--- src/lpfr_pkg.sv ---
// ----------------------------------------------------------------------------
// lpfr_pkg
// Shared types and constants for the length-prefixed frame receiver.
// ----------------------------------------------------------------------------
package lpfr_pkg;

  // Default geometry of the slot ring
  localparam int BUFFER_BYTES_DEF = 328;
  localparam int SLOT_COUNT_DEF   = 4;

  // Configuration port
  localparam int CFG_INDEX_W = 8;
  localparam int CFG_DATA_W  = 9;

  localparam logic [CFG_INDEX_W-1:0] CFG_START_BYTE  = 8'd0;
  localparam logic [CFG_INDEX_W-1:0] CFG_MAX_PAYLOAD = 8'd1;

  localparam logic [7:0] START_BYTE_RST  = 8'h61;
  localparam logic [8:0] MAX_PAYLOAD_RST = 9'd324;

  // Header bytes in front of the payload: start, length hi, length lo, type
  localparam int HDR_BYTES = 4;

  // Packed stream widths
  localparam int IN_TDATA_W  = 8;
  localparam int IN_TUSER_W  = 1;
  localparam int OUT_TDATA_W = 40;

  // One received word
  typedef struct packed {
    logic       mode;
    logic [7:0] data_byte;
  } in_item_t;

  // One result word
  typedef struct packed {
    logic       write_enable;
    logic [1:0] write_slot;
    logic [8:0] write_offset;
    logic [7:0] write_data;
    logic       frame_done;
    logic [8:0] frame_bytes;
    logic       frame_rejected;
    logic       ring_full;
    logic [1:0] read_slot;
    logic [1:0] frames_waiting;
  } result_t;

  // Configuration write
  typedef struct packed {
    logic                   wr;
    logic [CFG_INDEX_W-1:0] index;
    logic [CFG_DATA_W-1:0]  data;
  } cfg_wr_t;

endpackage

--- src/length_prefixed_frame_receiver_top.sv ---
// ----------------------------------------------------------------------------
// length_prefixed_frame_receiver_top
// Path: each input word passes the input register, the combinational parser
// and the result buffer before its result word can be taken.
// Throughput: one word per cycle when not stalled; the parser updates once per word.
// Stalls: input register and result buffer hold three words before in_tready drops.
// Reset: synchronous, active low; parser idle, slots 0, registers to defaults.
// ----------------------------------------------------------------------------
module length_prefixed_frame_receiver_top
  import lpfr_pkg::*;
#(
  parameter int BUFFER_BYTES = BUFFER_BYTES_DEF,
  parameter int SLOT_COUNT   = SLOT_COUNT_DEF
)
(
  input  logic                   clk,
  input  logic                   rst_n,
  // Input stream
  input  logic                   in_tvalid,
  output logic                   in_tready,
  input  logic [IN_TDATA_W-1:0]  in_tdata,   // [7:0] data_byte
  input  logic [IN_TUSER_W-1:0]  in_tuser,   // [0] mode
  // Result stream
  output logic                   out_tvalid,
  input  logic                   out_tready,
  output logic [OUT_TDATA_W-1:0] out_tdata,  // [0] write_enable, [2:1] write_slot,
                                             // [11:3] write_offset, [19:12] write_data,
                                             // [28:20] frame_bytes, [29] frame_rejected,
                                             // [30] ring_full, [32:31] read_slot,
                                             // [34:33] frames_waiting, [39:35] zero
  output logic                   out_tlast,  // frame_done
  // Configuration writes
  input  logic                   cfg_valid,
  output logic                   cfg_ready,
  input  logic [CFG_INDEX_W-1:0] cfg_index,
  input  logic [CFG_DATA_W-1:0]  cfg_data
);

  in_item_t in_item;
  in_item_t core_item;
  logic     core_valid;
  logic     buf_not_full;
  logic     step;
  result_t  core_res;
  result_t  out_res;
  cfg_wr_t  cfg;

  assign in_item.mode      = in_tuser[0];
  assign in_item.data_byte = in_tdata[7:0];

  // Configuration is always accepted
  assign cfg_ready = 1'b1;
  assign cfg.wr    = cfg_valid && cfg_ready;
  assign cfg.index = cfg_index;
  assign cfg.data  = cfg_data;

  lpfr_in_reg u_in_reg (
    .clk      (clk),
    .rst_n    (rst_n),
    .up_valid (in_tvalid),
    .up_ready (in_tready),
    .up_item  (in_item),
    .dn_valid (core_valid),
    .dn_ready (buf_not_full),
    .dn_item  (core_item)
  );

  // A word is parsed when the result buffer has room
  assign step = core_valid && buf_not_full;

  lpfr_core #(
    .BUFFER_BYTES (BUFFER_BYTES),
    .SLOT_COUNT   (SLOT_COUNT)
  ) u_core (
    .clk   (clk),
    .rst_n (rst_n),
    .cfg   (cfg),
    .step  (step),
    .item  (core_item),
    .res   (core_res)
  );

  lpfr_out_buf u_out_buf (
    .clk      (clk),
    .rst_n    (rst_n),
    .push     (step),
    .push_res (core_res),
    .not_full (buf_not_full),
    .dn_valid (out_tvalid),
    .dn_ready (out_tready),
    .dn_res   (out_res)
  );

  // Result word packing
  assign out_tdata = {5'd0,
                      out_res.frames_waiting,
                      out_res.read_slot,
                      out_res.ring_full,
                      out_res.frame_rejected,
                      out_res.frame_bytes,
                      out_res.write_data,
                      out_res.write_offset,
                      out_res.write_slot,
                      out_res.write_enable};
  assign out_tlast = out_res.frame_done;

endmodule

--- src/lpfr_in_reg.sv ---
// ----------------------------------------------------------------------------
// lpfr_in_reg
// Input register: holds one received word until the core consumes it.
// ----------------------------------------------------------------------------
module lpfr_in_reg
  import lpfr_pkg::*;
(
  input  logic     clk,
  input  logic     rst_n,
  input  logic     up_valid,
  output logic     up_ready,
  input  in_item_t up_item,
  output logic     dn_valid,
  input  logic     dn_ready,
  output in_item_t dn_item
);

  logic     valid_r;
  logic     valid_nxt;
  in_item_t item_r;

  // Free when empty or when the held word leaves this cycle
  assign up_ready  = !valid_r || dn_ready;
  assign valid_nxt = (up_valid && up_ready) || (valid_r && !dn_ready);

  always_ff @(posedge clk) begin
    if (!rst_n) begin
      valid_r <= 1'b0;
    end else begin
      valid_r <= valid_nxt;
    end
  end

  // Payload, no reset
  always_ff @(posedge clk) begin
    if (up_valid && up_ready) begin
      item_r <= up_item;
    end
  end

  assign dn_valid = valid_r;
  assign dn_item  = item_r;

endmodule

--- src/lpfr_core.sv ---
// ----------------------------------------------------------------------------
// lpfr_core
// Frame parser state, slot ring pointers and configuration registers.
// Computes one result word per consumed input word.
// ----------------------------------------------------------------------------
module lpfr_core
  import lpfr_pkg::*;
#(
  parameter int BUFFER_BYTES = BUFFER_BYTES_DEF,
  parameter int SLOT_COUNT   = SLOT_COUNT_DEF
)
(
  input  logic     clk,
  input  logic     rst_n,
  input  cfg_wr_t  cfg,
  input  logic     step,
  input  in_item_t item,
  output result_t  res
);

  localparam int OFF_W     = $clog2(BUFFER_BYTES);
  localparam int SLOT_W    = $clog2(SLOT_COUNT);
  localparam int LIMIT_CAP = BUFFER_BYTES - HDR_BYTES;

  // Parser phases
  localparam logic [2:0] PH_START   = 3'd0;
  localparam logic [2:0] PH_LEN_HI  = 3'd1;
  localparam logic [2:0] PH_LEN_LO  = 3'd2;
  localparam logic [2:0] PH_TYPE    = 3'd3;
  localparam logic [2:0] PH_PAYLOAD = 3'd4;

  logic [2:0]        phase_r, phase_nxt;
  logic [15:0]       rem_r, rem_nxt;
  logic [OFF_W-1:0]  off_r, off_nxt;
  logic [SLOT_W-1:0] widx_r, widx_nxt;
  logic [SLOT_W-1:0] ridx_r, ridx_nxt;
  logic [7:0]        start_byte_r;
  logic [8:0]        max_payload_r;

  logic [15:0]       limit;
  logic              store;
  logic              complete;
  logic              reject;
  logic              full;
  logic [OFF_W-1:0]  woff;
  logic [SLOT_W-1:0] wnext;
  logic [SLOT_W-1:0] rnext;
  logic [SLOT_W:0]   waiting;
  logic [OFF_W+9:0]  woff_ext;
  logic [OFF_W+9:0]  fbytes_ext;
  logic [SLOT_W+1:0] wslot_ext;
  logic [SLOT_W+1:0] rslot_ext;
  logic [SLOT_W+1:0] wait_ext;

  // Effective length limit, capped so a frame always fits its slot
  always_comb begin
    if ({7'd0, max_payload_r} > 16'(LIMIT_CAP)) begin
      limit = 16'(LIMIT_CAP);
    end else begin
      limit = {7'd0, max_payload_r};
    end
  end

  // Ring neighbors
  assign wnext = (widx_r == SLOT_W'(SLOT_COUNT - 1)) ? '0 : widx_r + 1'b1;
  assign rnext = (ridx_r == SLOT_W'(SLOT_COUNT - 1)) ? '0 : ridx_r + 1'b1;

  // Store offset restarts on the start byte
  assign woff = (phase_r == PH_START) ? '0 : off_r;

  // Per-word parser update
  always_comb begin
    phase_nxt = phase_r;
    rem_nxt   = rem_r;
    off_nxt   = off_r;
    widx_nxt  = widx_r;
    ridx_nxt  = ridx_r;
    store     = 1'b0;
    complete  = 1'b0;
    reject    = 1'b0;
    full      = 1'b0;
    if (item.mode) begin
      // Consumer release
      if (ridx_r != widx_r) begin
        ridx_nxt = rnext;
      end
    end else begin
      store = 1'b1;
      unique case (phase_r)
        PH_START: begin
          if (item.data_byte == start_byte_r) begin
            phase_nxt = PH_LEN_HI;
          end else begin
            store = 1'b0;
          end
        end
        PH_LEN_HI: begin
          rem_nxt   = {8'd0, item.data_byte};
          phase_nxt = PH_LEN_LO;
        end
        PH_LEN_LO: begin
          rem_nxt = {rem_r[7:0], item.data_byte};
          if ({rem_r[7:0], item.data_byte} > limit) begin
            reject    = 1'b1;
            phase_nxt = PH_START;
          end else begin
            phase_nxt = PH_TYPE;
          end
        end
        PH_TYPE: begin
          if (rem_r == '0) begin
            complete = 1'b1;
          end else begin
            phase_nxt = PH_PAYLOAD;
          end
        end
        PH_PAYLOAD: begin
          rem_nxt = rem_r - 1'b1;
          if (rem_r == 16'd1) begin
            complete = 1'b1;
          end
        end
        default: begin
          phase_nxt = PH_START;
          store     = 1'b0;
        end
      endcase

      // Offset saturates at the last byte of the slot
      if (store) begin
        if (woff == OFF_W'(BUFFER_BYTES - 1)) begin
          off_nxt = woff;
        end else begin
          off_nxt = woff + 1'b1;
        end
      end

      // Completion advances the write slot unless the ring is full
      if (complete) begin
        phase_nxt = PH_START;
        if (wnext == ridx_r) begin
          full = 1'b1;
        end else begin
          widx_nxt = wnext;
        end
      end
    end
  end

  // Complete frames between read and write slot after this word
  always_comb begin
    if (widx_nxt >= ridx_nxt) begin
      waiting = (SLOT_W+1)'(widx_nxt) - (SLOT_W+1)'(ridx_nxt);
    end else begin
      waiting = (SLOT_W+1)'(widx_nxt) + (SLOT_W+1)'(SLOT_COUNT) - (SLOT_W+1)'(ridx_nxt);
    end
  end

  // Fit internal widths to the fixed result fields
  assign woff_ext   = (OFF_W+10)'(woff);
  assign fbytes_ext = woff_ext + 1'b1;
  assign wslot_ext  = (SLOT_W+2)'(widx_r);
  assign rslot_ext  = (SLOT_W+2)'(ridx_nxt);
  assign wait_ext   = (SLOT_W+2)'(waiting);

  always_comb begin
    res.write_enable   = store;
    res.write_slot     = wslot_ext[1:0];
    res.write_offset   = store ? woff_ext[8:0] : 9'd0;
    res.write_data     = store ? item.data_byte : 8'd0;
    res.frame_done     = complete;
    res.frame_bytes    = complete ? fbytes_ext[8:0] : 9'd0;
    res.frame_rejected = reject;
    res.ring_full      = full;
    res.read_slot      = rslot_ext[1:0];
    res.frames_waiting = wait_ext[1:0];
  end

  // Parser state
  always_ff @(posedge clk) begin
    if (!rst_n) begin
      phase_r <= PH_START;
      rem_r   <= '0;
      off_r   <= '0;
      widx_r  <= '0;
      ridx_r  <= '0;
    end else if (step) begin
      phase_r <= phase_nxt;
      rem_r   <= rem_nxt;
      off_r   <= off_nxt;
      widx_r  <= widx_nxt;
      ridx_r  <= ridx_nxt;
    end
  end

  // Configuration registers; unknown indexes are dropped
  always_ff @(posedge clk) begin
    if (!rst_n) begin
      start_byte_r  <= START_BYTE_RST;
      max_payload_r <= MAX_PAYLOAD_RST;
    end else if (cfg.wr) begin
      unique case (cfg.index)
        CFG_START_BYTE:  start_byte_r  <= cfg.data[7:0];
        CFG_MAX_PAYLOAD: max_payload_r <= cfg.data[8:0];
        default: ;
      endcase
    end
  end

endmodule

--- src/lpfr_out_buf.sv ---
// ----------------------------------------------------------------------------
// lpfr_out_buf
// Two-entry result buffer: keeps full rate until both entries fill while the consumer stalls.
// ----------------------------------------------------------------------------
module lpfr_out_buf
  import lpfr_pkg::*;
(
  input  logic    clk,
  input  logic    rst_n,
  input  logic    push,
  input  result_t push_res,
  output logic    not_full,
  output logic    dn_valid,
  input  logic    dn_ready,
  output result_t dn_res
);

  result_t    mem [2];
  logic       wp_r, wp_nxt;
  logic       rp_r, rp_nxt;
  logic [1:0] cnt_r, cnt_nxt;
  logic       pop;

  assign not_full = (cnt_r != 2'd2);
  assign dn_valid = (cnt_r != 2'd0);
  assign pop      = dn_valid && dn_ready;
  assign dn_res   = mem[rp_r];

  // Pointer and count update
  always_comb begin
    wp_nxt  = push ? ~wp_r : wp_r;
    rp_nxt  = pop  ? ~rp_r : rp_r;
    cnt_nxt = cnt_r + {1'b0, push} - {1'b0, pop};
  end

  always_ff @(posedge clk) begin
    if (!rst_n) begin
      wp_r  <= 1'b0;
      rp_r  <= 1'b0;
      cnt_r <= 2'd0;
    end else begin
      wp_r  <= wp_nxt;
      rp_r  <= rp_nxt;
      cnt_r <= cnt_nxt;
    end
  end

  // Result storage
  always_ff @(posedge clk) begin
    if (push) begin
      mem[wp_r] <= push_res;
    end
  end

endmodule

--- config.mk ---
export PLATFORM = sky130hd
export DESIGN_NAME = length_prefixed_frame_receiver_top
export DESIGN_NICKNAME = d
export VERILOG_FILES = /design/src/lpfr_pkg.sv /design/src/length_prefixed_frame_receiver_top.sv /design/src/lpfr_in_reg.sv /design/src/lpfr_core.sv /design/src/lpfr_out_buf.sv
export SDC_FILE = /design/constraint.sdc
export NUM_CORES = 1
export LEC_CHECK = 0
export BUFFER_PORTS_ARGS = -buffer_cell sky130_fd_sc_hd__buf_2
export CORE_ASPECT_RATIO = 2
export CORE_MARGIN = 1
export CORE_UTILIZATION = 40
export CTS_CLUSTER_SIZE = 16
export DETAILED_ROUTE_END_ITERATION = 6
export GPL_ROUTABILITY_DRIVEN = 0
export PLACE_DENSITY = 0.65
export SLEW_MARGIN = 25
export SYNTH_ARGS = -nofsm -noshare
export SYNTH_HDL_FRONTEND = slang
export SYNTH_HIERARCHICAL = 1
export SYNTH_SLANG_ARGS = --single-unit
export TNS_END_PERCENT = 20
--- constraint.sdc ---
create_clock -name clk -period 2.6 [get_ports clk]
set_input_delay 0.52 -clock clk [delete_from_list [all_inputs] [get_ports clk]]
set_output_delay 0.52 -clock clk [all_outputs]
set_load 0.005 [all_outputs]
==> results.toml <==
[synthesis]
syn_area_per_cell_sq_um = 11.3
synth_top_area_share_pct = 36.4
synth_area_leader_cell = "edfxtp_1"
ys_top_cells_by_area = "edfxtp_1, dfxtp_1, mux2_4, mux2i_1, ha_1"
synth-seq-cells = 136
syn_inst = 593
synthDistinctLibCells = 62
async_reset_ff_share_pct = 0
synthFlopType = "edfxtp_1"
netlist_area_sq_mm = 0.00669
yosysWarnings = 6
synth_edf_count = 81
ys_seq_area_share_pct = 52.8

[drt]
wire_per_inst_microns = 16.1
drt-pass1-iter-count = 5
drt_iter0_drc = 230
viasPerCell = 5.35
drtAntennaViolNets = 0
routed_wirelength_microns = 14500
vias = 4803
route.detailed.drc = 0

[flow_run]
cap_violations = 0

[cts]
cts.htree.levels = 4
clock_path_buffers = 2
ctsHoldBuffers = 0
cts_root_buffer = "clkbuf_16"
cts_inserted_buffers = 17
cts_tree = "yes"
insertion_delay_ns = 0.42
clk_pin_slew_ns = 0.06
cts.sink_count = 136

[critical_path]
cp_data_required_time_ns = 2.77
crit_fanout = 7
critPathLaunch = "u_core/rem_r[4]"
worst_ep_arrival_time_ns = 2.68
endpoint_kind = "flop"
worstReg2RegStart = "u_core/rem_r[4]"
critPathLaunchType = "flop"
critPathKind = "flop to flop"
reg2reg_slack_ns = 0.09
ff2ff_path_depth = 5

[global_route]
grt_antenna_before_repair = 0
overflow = 0
gr-usage-all-layers_pct = 17.6
met3_usage_pct = 3.45
grt_util_met2_pct = 34.5
grt_pass1_wl_microns = 23000
grt_pass1_vias = 4918
top_usage_layer = "met2"
grt_max_degree = 37
met1_usage_pct = 15.2

[power_and_ir_drop]
power.leakage_nw = 3.15
powerDensity_mw_per_mm2 = 707
peakVddDrop_uv = 441

[floorplan]
start_util_pct = 41.1
num_rows = 66
dieArea_sq_mm = 0.0173
core_region_area_sq_mm = 0.0163
die_y_microns = 185
boundaryPins = 75
chipWidth_microns = 93.4

[hold_path]
hold_depth = 1
hold_start = "in_tdata[2]"
hold_class = "primary input to flop"

[finish]
filler_cell_count = 1429
nets = 729
fin_util_pct = 49.0
multi_input_area_sq_mm = 0.00291
syn_to_final_growth_pct = 19.1
final-seq-area_sq_mm = 0.00354
antenna-diode-count = 0
layout-drive-gt1-share_pct = 26.7

[sta]
slew_violations = 0
relSlewSlack_pct = 48.7
fin_setup_tns_ns = 0
worstMarginPinSlew_ns = 0.768
hold_viol = 0
final.setup_skew_ns = 0.00478
period_needed_ns = 2.51
setup_violations = 0
clock.fmax_mhz = 398
min_period_over_period_pct = 96.5

[placement]
dp_hpwl_microns = 10700
port_buffers = 68

[run_status]
outcome = "completed"
==> cell usage after synthesis, drive strengths merged, types with 2 or more instances <==
master   n
mux2    36
a211oi   2
a22o     2
nand3   11
a32oi    2
o221a    3
o21a     3
and3     7
edfxtp  81
a31oi    5
buf     17
ha      17
o31ai    2
nor2    47
xor2    13
or4      3
a21boi   3
nor4b    2
a21oi   34
nor3    15
nand3b   3
mux2i   27
dfxtp   55
nand2b   3
nand4    4
and2    26
clkbuf  17
o21ai   26
nor2b   11
a22oi    2
inv     18
or3      2
o22ai    4
a32o     4
nor3b    3
nor4    10
o211ai   2
conb     2
nand2   51
xnor2    7
==> report_power, final <==
group          switching, W  internal (W)  leakage [nW]  total [W]
combinational      0.000348      0.000439          1.66   0.000787
clock              0.000940       0.00146         0.286    0.00240
sequential        0.0000504       0.00240          1.20    0.00245
total               0.00134       0.00429          3.15    0.00563
==> final timing paths <==
check / end
worst max-delay path: u_out_buf/mem[1][5]
worst min-delay path: u_in_reg/dn_item[2]
worst min register to register: flop
worst max register to register: u_out_buf/mem[1][5]
==> state kept, by name (all words and copies together) (netlist names), 2 cells and up, named ones only <==
signal,cells
u_core/rem_r,16
u_in_reg/dn_item,9
u_out_buf/cnt_r,2
u_core/max_payload_r,9
u_core/ridx_r,2
u_core/start_byte_r,8
u_core/phase_r,3
u_core/off_r,9
u_out_buf/mem,72
u_core/widx_r,2
==> cells by family (layout without fill, tap and decap cells) <==
group / after synthesis / in the layout / synth area share, %
multiplexers: 63 / 63 / 11.8
other: 2 / 6 / 0.112
AND/OR/NAND/NOR: 202 / 202 / 15.5
adder cells (fa/ha/maj): 17 / 17 / 3.18
buffers and inverters: 53 / 150 / 4.42
AO/OA/AOI/OAI: 99 / 99 / 9.26
flip-flops: 136 / 136 / 52.8
XOR/XNOR: 21 / 21 / 2.96
==> metrics by stage <==
stage          cells  power, W  hold slack [ns]  area (sq um)  setup WS, ns
6_report         898   0.00563            0.277          7970        0.0898
5_1_grt          898   0.00585            0.259          7970      -0.00731
4_1_cts          897   0.00569            0.264          7920         0.129
3_5_place_dp     865   0.00330            0.469          7320         0.138
3_3_place_gp     865   0.00328            0.453          7320         0.131
2_1_floorplan    597   0.00307            0.450          6710        0.0631
==> layout make-up <==
class                   count  share of cell area [%]
multi-input cells         408                    36.6
flip-flops and latches    136                    44.4
inverters                  19                   0.895
repair buffers             99                    7.35
clock inverters            14                    2.06
clock buffers              18                    5.51
well taps                 204                    3.20
==> placed cells by master (no fill, tap or decap), types with 14 or more instances in the layout <==
cell type,count
nor2_1,47
nand2_1,51
edfxtp_1,81
clkbuf_16,17
buf_4,30
mux2_4,30
dfxtp_1,53
a21oi_1,34
o21ai_0,25
nor3_1,14
inv_1,18
and2_1,25
buf_2,68
mux2i_1,27
ha_1,17
==> routing by layer <==
metal / share of wire (%) / wire (microns) / up-vias
li1: - / - / 2321
met1: 34 / 4910 / 2303
met2: 58 / 8380 / 130
met3: 2.9 / 417 / 49
met4: 5.2 / 749 / 0
met5: 0 / 0 / -
==> worst max-delay path, stage by stage (launching register included) <==
cell and delay (ns):
dfxtp_1 0.38, or4_4 0.58, or4_4 0.45, or4_4 0.52, a21boi_1 0.15, and3_1 0.18
==> timing repair <==
item	CTS	global route
gates resized for setup	0	6
endpoints found under the setup margin	0	2
buffers inserted	0	1
hold endpoints to repair	0	0
Note: power is estimated with default switching activity, not from simulation.
